**config.mk**
```make
export PLATFORM = sky130hd
export DESIGN_NAME = command_frame_encoder_crc16_unit
export DESIGN_NICKNAME = d
export VERILOG_FILES = /design/src/rtl/cfe_pkg.sv /design/src/rtl/command_frame_encoder_crc16_unit.sv /design/src/rtl/cfe_front.sv /design/src/rtl/cfe_queue.sv /design/src/rtl/cfe_back.sv
export SDC_FILE = /design/constraint.sdc
export NUM_CORES = 1
export LEC_CHECK = 0
export BUFFER_PORTS_ARGS = -buffer_cell sky130_fd_sc_hd__buf_2
export CAP_MARGIN = 20
export CELL_PAD_IN_SITES_DETAIL_PLACEMENT = 1
export CELL_PAD_IN_SITES_GLOBAL_PLACEMENT = 2
export CORE_MARGIN = 2
export CORE_UTILIZATION = 45
export DETAILED_ROUTE_END_ITERATION = 8
export PLACE_DENSITY = 0.79
export SYNTH_ARGS = -nofsm -noshare
export SYNTH_HDL_FRONTEND = slang
export SYNTH_SLANG_ARGS = --single-unit
```
**constraint.sdc**
```tcl
create_clock -name clk -period 3.95 [get_ports clk]
set_input_delay 0 -clock clk [delete_from_list [all_inputs] [get_ports clk]]
set_output_delay 0 -clock clk [all_outputs]
set_load 0.005 [all_outputs]
```
**src/rtl/cfe_pkg.sv**
```systemverilog
// ---------------------------------------------------------------------------
// cfe_pkg
// Shared types, constants and helper functions for the command frame
// encoder with CRC-16/MODBUS.
// ---------------------------------------------------------------------------
package cfe_pkg;

    // input action codes
    localparam logic [1:0] ACT_BEGIN   = 2'd0;
    localparam logic [1:0] ACT_PAYLOAD = 2'd1;
    localparam logic [1:0] ACT_FINISH  = 2'd2;

    localparam logic [15:0] CRC_INIT  = 16'hFFFF;
    localparam logic [15:0] CRC_POLY  = 16'hA001;
    localparam logic [15:0] LEN_EXTRA = 16'd2;
    localparam logic [7:0]  TRAIL_A   = 8'hDD;
    localparam logic [7:0]  TRAIL_B   = 8'hEE;

    // job queue between front and back
    localparam int QUEUE_DEPTH = 4;
    localparam int QPTR_W      = $clog2(QUEUE_DEPTH);
    localparam int QCNT_W      = $clog2(QUEUE_DEPTH + 1);

    // byte index within a job, up to six bytes
    localparam int IDX_W = 3;

    typedef enum logic [1:0] {
        JOB_BEGIN,
        JOB_PAYLOAD,
        JOB_FINISH
    } job_kind_t;

    // begin:   data = {command, -}
    // payload: data = {byte, -}
    // finish:  data = {length, crc}
    typedef struct packed {
        job_kind_t   kind;
        logic [31:0] data;
    } job_t;

    function automatic logic [15:0] crc_byte(input logic [15:0] crc, input logic [7:0] b);
        logic [15:0] c;
        c = crc ^ {8'h00, b};
        for (int k = 0; k < 8; k++) begin
            c = c[0] ? ((c >> 1) ^ CRC_POLY) : (c >> 1);
        end
        return c;
    endfunction

    // index of the last byte of a job
    function automatic logic [IDX_W-1:0] last_index(input job_kind_t kind);
        logic [IDX_W-1:0] n;
        unique case (kind)
            JOB_BEGIN:   n = IDX_W'(1);
            JOB_PAYLOAD: n = IDX_W'(0);
            JOB_FINISH:  n = IDX_W'(5);
            default:     n = IDX_W'(0);
        endcase
        return n;
    endfunction

    function automatic logic [7:0] job_byte(input job_t job, input logic [IDX_W-1:0] idx);
        logic [7:0] b;
        unique case (idx)
            IDX_W'(0): b = job.data[31:24];
            IDX_W'(1): b = job.data[23:16];
            IDX_W'(2): b = job.data[15:8];
            IDX_W'(3): b = job.data[7:0];
            IDX_W'(4): b = TRAIL_A;
            IDX_W'(5): b = TRAIL_B;
            default:   b = 8'h00;
        endcase
        return b;
    endfunction

endpackage

```
**src/rtl/command_frame_encoder_crc16_unit.sv**
```systemverilog
// ---------------------------------------------------------------------------
// command_frame_encoder_crc16_unit
// Serial command frame encoder with CRC-16/MODBUS (init 0xFFFF, poly 0xA001).
// ---------------------------------------------------------------------------
// A begin item sends the command bytes, a payload item its byte, and a finish
// item sends length (payload count plus 2), CRC, 0xDD and 0xEE with frame_end
// on the last byte. Items are taken one per cycle while the four-entry job
// queue has room; the byte sequencer sends one frame byte per cycle while the
// output is drained, so a begin item gives two bytes, a payload item one and a
// finish item six. The first byte of an item passes through the job queue, the
// current job register and the output register on its way to tx_byte.
module command_frame_encoder_crc16_unit
    import cfe_pkg::*;
(
    input  logic        clk,
    input  logic        rst_n,
    input  logic        push,
    output logic        full,
    input  logic [1:0]  action,
    input  logic [15:0] command,
    input  logic [7:0]  payload_byte,
    output logic        empty,
    input  logic        pop,
    output logic [7:0]  tx_byte,
    output logic        frame_end
);

    logic accept;
    logic job_push;
    job_t job;
    job_t q_job;
    logic q_empty;
    logic q_pop;

    assign accept = push && !full;

    cfe_front u_front (
        .clk          (clk),
        .rst_n        (rst_n),
        .accept       (accept),
        .action       (action),
        .command      (command),
        .payload_byte (payload_byte),
        .job_push     (job_push),
        .job          (job)
    );

    cfe_queue u_queue (
        .clk    (clk),
        .rst_n  (rst_n),
        .wr_en  (job_push),
        .wr_job (job),
        .full   (full),
        .rd_en  (q_pop),
        .rd_job (q_job),
        .empty  (q_empty)
    );

    cfe_back u_back (
        .clk       (clk),
        .rst_n     (rst_n),
        .q_empty   (q_empty),
        .q_job     (q_job),
        .q_pop     (q_pop),
        .empty     (empty),
        .pop       (pop),
        .tx_byte   (tx_byte),
        .frame_end (frame_end)
    );

endmodule

```
**src/rtl/cfe_front.sv**
```systemverilog
// ---------------------------------------------------------------------------
// cfe_front
// Accepts input transactions, keeps the running CRC and payload count and
// turns each begin, payload or finish item into a job for the byte sequencer.
// ---------------------------------------------------------------------------
module cfe_front
    import cfe_pkg::*;
(
    input  logic        clk,
    input  logic        rst_n,
    input  logic        accept,
    input  logic [1:0]  action,
    input  logic [15:0] command,
    input  logic [7:0]  payload_byte,
    output logic        job_push,
    output job_t        job
);

    logic [15:0] crc_reg;
    logic [15:0] crc_next;
    logic [15:0] count_reg;
    logic [15:0] count_next;
    logic [15:0] crc_mid;
    logic [15:0] crc_end;
    logic [15:0] frame_len;

    assign frame_len = count_reg + LEN_EXTRA;

    always_comb
    begin
        crc_next   = crc_reg;
        count_next = count_reg;
        job_push   = 1'b0;
        job.kind   = JOB_PAYLOAD;
        job.data   = 32'h0;
        crc_mid    = 16'h0;
        crc_end    = 16'h0;
        unique case (action)
            ACT_BEGIN:
            begin
                crc_mid    = crc_byte(CRC_INIT, command[15:8]);
                crc_end    = crc_byte(crc_mid, command[7:0]);
                crc_next   = crc_end;
                count_next = 16'h0;
                job_push   = accept;
                job.kind   = JOB_BEGIN;
                job.data   = {command, 16'h0};
            end
            ACT_PAYLOAD:
            begin
                crc_next   = crc_byte(crc_reg, payload_byte);
                count_next = count_reg + 16'd1;
                job_push   = accept;
                job.kind   = JOB_PAYLOAD;
                job.data   = {payload_byte, 24'h0};
            end
            ACT_FINISH:
            begin
                crc_mid    = crc_byte(crc_reg, frame_len[15:8]);
                crc_end    = crc_byte(crc_mid, frame_len[7:0]);
                crc_next   = CRC_INIT;
                count_next = 16'h0;
                job_push   = accept;
                job.kind   = JOB_FINISH;
                job.data   = {frame_len, crc_end};
            end
            default:
            begin
                // unused code: no bytes, state kept
                job_push = 1'b0;
            end
        endcase
    end

    always_ff @(posedge clk or negedge rst_n)
    begin
        if (!rst_n)
        begin
            crc_reg   <= CRC_INIT;
            count_reg <= 16'h0;
        end
        else if (accept)
        begin
            crc_reg   <= crc_next;
            count_reg <= count_next;
        end
    end

endmodule

```
**src/rtl/cfe_queue.sv**
```systemverilog
// ---------------------------------------------------------------------------
// cfe_queue
// Short job queue that decouples the front end from the byte sequencer.
// ---------------------------------------------------------------------------
module cfe_queue
    import cfe_pkg::*;
(
    input  logic clk,
    input  logic rst_n,
    input  logic wr_en,
    input  job_t wr_job,
    output logic full,
    input  logic rd_en,
    output job_t rd_job,
    output logic empty
);

    job_t              queue_mem [QUEUE_DEPTH];
    logic [QPTR_W-1:0] wr_ptr_reg;
    logic [QPTR_W-1:0] rd_ptr_reg;
    logic [QCNT_W-1:0] count_reg;
    logic              do_wr;
    logic              do_rd;

    assign full   = (count_reg == QCNT_W'(QUEUE_DEPTH));
    assign empty  = (count_reg == QCNT_W'(0));
    assign do_wr  = wr_en && !full;
    assign do_rd  = rd_en && !empty;
    assign rd_job = queue_mem[rd_ptr_reg];

    function automatic logic [QPTR_W-1:0] ptr_inc(input logic [QPTR_W-1:0] p);
        return (p == QPTR_W'(QUEUE_DEPTH - 1)) ? QPTR_W'(0) : p + QPTR_W'(1);
    endfunction

    always_ff @(posedge clk)
    begin
        if (do_wr)
        begin
            queue_mem[wr_ptr_reg] <= wr_job;
        end
    end

    always_ff @(posedge clk or negedge rst_n)
    begin
        if (!rst_n)
        begin
            wr_ptr_reg <= '0;
            rd_ptr_reg <= '0;
            count_reg  <= '0;
        end
        else
        begin
            if (do_wr)
            begin
                wr_ptr_reg <= ptr_inc(wr_ptr_reg);
            end
            if (do_rd)
            begin
                rd_ptr_reg <= ptr_inc(rd_ptr_reg);
            end
            if (do_wr && !do_rd)
            begin
                count_reg <= count_reg + QCNT_W'(1);
            end
            else if (do_rd && !do_wr)
            begin
                count_reg <= count_reg - QCNT_W'(1);
            end
        end
    end

endmodule

```
**src/rtl/cfe_back.sv**
```systemverilog
// ---------------------------------------------------------------------------
// cfe_back
// Byte sequencer: takes jobs from the queue and sends their frame bytes
// one per cycle into the output register while it is empty or being popped.
// ---------------------------------------------------------------------------
module cfe_back
    import cfe_pkg::*;
(
    input  logic       clk,
    input  logic       rst_n,
    input  logic       q_empty,
    input  job_t       q_job,
    output logic       q_pop,
    output logic       empty,
    input  logic       pop,
    output logic [7:0] tx_byte,
    output logic       frame_end
);

    logic             cur_valid_reg;
    job_t             cur_job_reg;
    logic [IDX_W-1:0] idx_reg;
    logic             out_valid_reg;
    logic [7:0]       out_byte_reg;
    logic             out_end_reg;
    logic             out_free;
    logic             advance;
    logic             last;

    assign out_free  = !out_valid_reg || pop;
    assign advance   = cur_valid_reg && out_free;
    assign last      = (idx_reg == last_index(cur_job_reg.kind));
    // refill the current job when idle or when its last byte leaves
    assign q_pop     = !q_empty && (!cur_valid_reg || (advance && last));
    assign empty     = !out_valid_reg;
    assign tx_byte   = out_byte_reg;
    assign frame_end = out_end_reg;

    always_ff @(posedge clk)
    begin
        if (q_pop)
        begin
            cur_job_reg <= q_job;
        end
        if (advance)
        begin
            out_byte_reg <= job_byte(cur_job_reg, idx_reg);
            out_end_reg  <= (cur_job_reg.kind == JOB_FINISH) && last;
        end
    end

    always_ff @(posedge clk or negedge rst_n)
    begin
        if (!rst_n)
        begin
            cur_valid_reg <= 1'b0;
            idx_reg       <= '0;
            out_valid_reg <= 1'b0;
        end
        else
        begin
            if (q_pop)
            begin
                cur_valid_reg <= 1'b1;
                idx_reg       <= '0;
            end
            else if (advance)
            begin
                if (last)
                begin
                    cur_valid_reg <= 1'b0;
                    idx_reg       <= '0;
                end
                else
                begin
                    idx_reg <= idx_reg + IDX_W'(1);
                end
            end

            if (advance)
            begin
                out_valid_reg <= 1'b1;
            end
            else if (pop)
            begin
                out_valid_reg <= 1'b0;
            end
        end
    end

endmodule

```
### Yosys cells after proc, flatten, opt, wreduce, memory -nomap -nowiden

Memory sizes are Yosys's and may differ from the RTL's. A register that Yosys moved wholly into a read port is not among the register bits.
Index checks and enable logic that the tools add are counted.

| word-level totals | value |
|---|---|
| register bits after elaboration | 53 |
| memory bits (writable) | 136 |
| output and inout port bits | 11 |
| word-level logic and storage cells | 167 |
| memories | 1 |

Memories:

| name | depth | width | rd ports | clocked after memory_dff | wr ports | RTL line | RTL |
|---|---|---|---|---|---|---|---|
| u_queue.queue_mem | 4 | 34 | 1 | 1 | 1 | cfe_queue.sv:18 | `job_t queue_mem [QUEUE_DEPTH];` |

| operators by class | value |
|---|---|
| $add $sub $neg | 7 |
| equality and inequality tests | 12 |
| muxes and demuxes | 60 |
| bitwise gates (word level) | 45 |
| reduce and logical (&&, ||, !) cells | 32 |

Operators by type and width:

| operator | number |
|---|---|
| 2-to-1 mux 16 bit | 40 |
| inverter 2 -> 3 bit | 40 |
| one-hot mux 34 bit (3 select lines) | 1 |
| XOR 16 x 8 -> 16 bit | 4 |
| one-hot mux 16 bit (3 select lines) | 1 |
| one-hot mux 8 bit (6 select lines) | 1 |
| one-hot mux 16 bit (2 select lines) | 1 |
| adder 16 x 1 -> 16 bit (second input constant) | 1 |
| adder 16 x 2 -> 16 bit (second input constant) | 1 |
| inverter 8 -> 16 bit | 1 |
| 2-to-1 mux 3 bit | 5 |
| nonzero test 2 bit | 5 |
| equality test 3 bit (second input constant) | 3 |
| logical AND 1 bit | 9 |
| equality test 2 bit (second input constant) | 4 |
| 2-to-1 mux 1 bit | 8 |
| adder 3 x 1 -> 3 bit (second input constant) | 2 |
| equality test 3 x 2 -> 1 bit (second input constant) | 2 |
| logical NOT 1 bit | 6 |
| logical NOT 3 bit | 2 |
| one-hot mux 3 bit (2 select lines) | 1 |
| AND reduction 2 bit | 3 |
| adder 2 x 1 -> 2 bit (second input constant) | 2 |
| logical NOT 2 bit | 2 |
| 9 further kinds | 11 |

### Longest topological paths before layout

| logic depth | value |
|---|---|
| depth in word-level cells | 36 |
| depth in mapped cells | 15 |
| mapped depth without buffers | 14 |

### Cells and area by module

A second synthesis with hierarchy kept.

| unflattened totals | value |
|---|---|
| cells, all modules | 717 |
| area total of the unflattened synthesis | 10588.9 µm² |

Modules (own cells, without submodules):

| module | instances | cells an instance | area each (µm²) | sequential area each (µm²) |
|---|---|---|---|---|
| cfe_queue | 1 | 215 | 5346.4 | 4259.1 |
| cfe_front | 1 | 389 | 3328.2 | 820.8 |
| cfe_back | 1 | 112 | 1900.6 | 1416.4 |
| command_frame_encoder_crc16_unit | 1 | 1 | 13.8 | 0.0 |

### Worst setup path before layout

Ideal clock, no wire load.

| path | value |
|---|---|
| kind | register -> register |
| start point | register, netlist name u_back.cur_job_reg[32] |
| end point | register u_queue.count_reg[1] |
| data arrival time | 3451 ps |
| required time | 3825 ps |
| path slack | 375 ps |
| stages on the path, launching flop included | 14 |
| path buffers | 1 |
| period minus slack after synthesis | 3575 ps |
| cells stage by stage | edfxtp_1 > nor3b_1 > a21oi_1 > nor2_1 > a31oi_1 > or2_2 > o21ai_0 > and2_1 > clkbuf_1 > inv_1 > ha_1 > inv_1 > fa_1 > mux2_2 |

| on the way | value |
|---|---|
| cells in the longest elaborated chain, start to end | 10 |
| elaborated cells between the ends (all ways) | 13 |

RTL lines:

| element | RTL line | RTL |
|---|---|---|
| equality test 2 bit or logical NOT 2 bit (tied branches) | cfe_pkg.sv:53 | `unique case (kind)` |
| one-hot mux 3 bit (2 select lines) (*) | cfe_pkg.sv:53 |  |
| equality test 3 bit (*) | cfe_back.sv:32 | `assign last = (idx_reg == last_index(cur_job_reg.kind));` |
| logical AND 1 bit (*) | cfe_back.sv:34 | `assign q_pop = !q_empty && (!cur_valid_reg \|\| (advance && last));` |
| logical OR 1 bit (*) | cfe_back.sv:34 |  |
| logical AND 1 bit (*) | cfe_back.sv:34 |  |
| net q_pop | command_frame_encoder_crc16_unit.sv:33 | `logic q_pop;` |
| logical AND 1 bit (*) | cfe_queue.sv:28 | `assign do_rd = rd_en && !empty;` |
| logical NOT 1 bit | cfe_queue.sv:61 | `if (do_wr && !do_rd)` |
| logical AND 1 bit | cfe_queue.sv:61 |  |
| 2-to-1 mux 3 bit or nonzero test 2 bit (tied branches) | n/a |  |
| end signal: assignment | cfe_queue.sv:63 | `count_reg <= count_reg + QCNT_W'(1);` |
| end signal: assignment | cfe_queue.sv:67 | `count_reg <= count_reg - QCNT_W'(1);` |
| end: declaration | cfe_queue.sv:21 | `logic [QCNT_W-1:0] count_reg;` |

The timed path passes the listed nets; every way through them passes the cells marked *.
A chain may end at the register's enable or synchronous reset.

==> results by group <==
GRT
  • Gr usage total: 0.208
  • Initial antenna violation count: 0
  • Total gr overflow: 0
  • First-pass GRT wire length: 38.2 mm
  • Vias in the first global route: 6603
  • Largest net degree at the start of global routing: 45

Worst setup path
  • CP startpoint kind: flop
  • Critical path class: reg -> reg
  • Slowest stage cell on the critical path: dfrtp_1
  • Worst Path Arrival: 3.58 ns
  • CP peak stage delay: 0.52 ns
  • Max FO, Critical Path: 9
  • Crit path cell chain: ha_1 > nand3_4 > nor3_1 > xnor2_1 > xor2_1 > xnor2_1 > xnor2_1 > xnor3_1 > nor2_1
  • Cell mode on critical path: xnor2_1
  • Worst setup EP type: flop
  • Worst Path Required: 4.27 ns

Synthesis
  • Top-area cell type share of the netlist area: 0.517
  • Distinct cells, synth: 49
  • Synthesized area: 0.0104 mm2
  • Syn_area_per_cell: 14.5 um2
  • Syn Inst Count: 715
  • Flops & latches, synth: 223
  • Adder-Cell Fraction of Synth Area: 0.0224
  • Prevailing post-synth register cell: edfxtp_1
  • Post-synth top area cell: edfxtp_1
  • Ys async rst share: 0.197
  • Largest cells by area after synthesis: edfxtp_1 (52%), mux4_2 (7.4%), dfrtp_1 (6.7%)
  • Post-synthesis compound-gate area fraction: 0.0559
  • Warnings from Yosys: 0
  • XOR/XNOR Fraction of Synth Area: 0.116
  • Post-synth EDFFs: 179
  • Post-synth net total: 763
  • Simple-Gate Fraction of Synth Area: 0.0766
  • Seq/Total Area, Yosys: 0.625
  • Largest family of logic cells by synthesized area: XOR/XNOR gates
  • Multiplexer area fraction after synthesis: 0.0811

Layout
  • Commonest cells after routing, fill and taps aside: edfxtp_1 (179), xnor2_1 (69), nor2_1 (62)
  • N_diodes: 0
  • Max reg flops: 136
  • Filler cell count: 2182
  • Layout area overhead: 14.3%
  • Area occupied by multi-input gates: 0.00366 mm2
  • Ratio of cells with drive above 1 in the final layout: 0.196
  • FF+latch area: 0.00650 mm2
  • Commonest non-fill, non-tap cell in the layout: edfxtp_1
  • Nets: 820

Clock network
  • CTS Buffer Depth: 3
  • Worst-skew pair later-pin latency: 0.51 ns
  • H-tree Lvls: 1
  • CTS clk-pin slew, worst paths: 0.06 ns
  • Setup bufs post-CTS: 0
  • Clock sink count: 223
  • CTS tree: done
  • Cts bufs inserted: 24
  • Clock Root Buffer: clkbuf_16

Timing
  • RSZ-0062 raised after global routing: no
  • Hold Fails Final Rpt: 0
  • Slew HR: 0.354
  • Setup violators final: 0
  • Slew @ Worst Pin: 0.969 ns
  • Clock Skews: 0.0139 ns
  • Slew Viols, Final: 0
  • Period minus WS final: 3.27 ns
  • Top achievable clock speed: 306 MHz
  • Fin crit share: 0.827
  • Setup TNS: 0 ns

Floorplanning
  • Row count: 55
  • DIE AREA: 0.0243 mm2
  • DIE HEIGHT: 156 um
  • Num ports: 41
  • Die span in x: 156 um
  • Total core area: 0.0226 mm2
  • Starting Density: 0.459

Job
  • Max-Cap Viols: 0

Placed design
  • Gpl congestion: 0.872
  • Dpl hpwl: 17.1 mm
  • PortBufs: 40

Drt
  • DRC Markers: 0
  • Drt pass-1 iters: 6
  • WL/cell: 22.6 um
  • Post-DR vias/cell: 5.55
  • Total vias in the final route: 5959
  • Post-Route WL: 24.3 mm
  • Initial DRC count: 291
  • Post-DRT Antenna Nets: 0

Power and ir drop
  • Tot Pwr: 0.00982 W
  • PD cells: 827 mW/mm2
  • VDD IR max: 0.000371 V
  • Leakage: 4.33 nW

Run status
  • Outcome: complete, no violations

Hold path
  • HP Class: in -> reg
-- through the flow --
step	util	instance area [um2]	worst slack, ns	cells	hold WS, ns
5_1_grt	0.524	11900	0.448	1074	0.0939
6_report	0.524	11900	0.684	1074	0.0599
3_3_place_gp	0.480	10900	0.857	1012	0.121
3_5_place_dp	0.480	10900	0.692	1012	0.139
4_1_cts	0.524	11900	0.667	1074	0.0428
2_1_floorplan	-	10400	0.375	715	-0.296
-- repair_timing --
action	4_1_cts	5_1_grt
hold buffers	19	0
endpoints found under the hold margin	46	0
resized for setup	0	0
-- final cells by class --
cell class                      count  share of cell area
Multi-Input combinational cell    435               0.308
Clock inverter                     13              0.0140
Tap cell                          285              0.0300
Timing Repair Buffer               72              0.0411
Sequential cell                   223               0.547
Inverter                           16             0.00506
Clock buffer                       30              0.0543
-- cell usage after synthesis (all sizes together), types with 6 or more instances --
cell type  number
a21oi          24
dfrtp          28
edfxtp        179
nor2b           6
ha             17
o21ai          30
and2            7
a22oi          14
clkbuf         32
xor2           43
inv            16
nand2          46
or3             6
a222oi          7
xnor3           7
mux4           34
dfstp          16
buf             9
o31ai           6
xnor2          71
nor2           62
nand3          11
-- per-layer routing --
metal | global-route usage | vias to the layer above | wire length (um)
met2 | 0.347 | 185 | 11800
li1 | - | 2731 | -
met5 | 0 | - | 0
met1 | 0.277 | 2992 | 10300
met4 | 0.0896 | 0 | 1080
met3 | 0.0244 | 51 | 1180
-- power breakdown --
group | total [W] | switching (W) | internal, W
registers | 0.00390 | 0.000486 | 0.00341
logic | 0.00362 | 0.00177 | 0.00185
clock network | 0.00230 | 0.000885 | 0.00142
total | 0.00982 | 0.00314 | 0.00668
-- cells by family after synthesis --
logic type               Yosys count
AND/OR/NAND/NOR                  161
flip-flops                       223
XOR/XNOR                         122
multiplexers                      41
AO/OA/AOI/OAI                     93
adder cells (fa/ha/maj)           18
buffers and inverters             57
-- critical path, delay by kind of cell (launching register included) --
kind / cells / cell delay, ns
flip-flops: 1 / 0.52
AND/OR/NAND/NOR: 3 / 0.83
adder cells (fa/ha/maj): 1 / 0.31
XOR/XNOR: 5 / 1.41
-- worst paths after layout --
| check | start | endpoint | slack (ns) | cells after the start |
|---|---|---|---|---|
| worst max-delay path | u_front.count_reg[1] | u_queue.queue_mem[2][0] | 0.68 | 9 |
| worst min-delay path | payload_byte[4] | u_queue.queue_mem[0][28] | 0.06 | 3 |
| worst max register to register | u_front.count_reg[1] | u_queue.queue_mem[2][0] | 0.68 | 9 |
| worst min register to register | u_queue.count_reg[2] | u_queue.count_reg[2] | 0.50 | 1 |
| max in group asynchronous | rst_n | u_front.count_reg[15] | 3.34 | 3 |
| min in group asynchronous | rst_n | u_back.idx_reg[1] | 0.12 | 3 |
(Power assumes the default switching activity.)
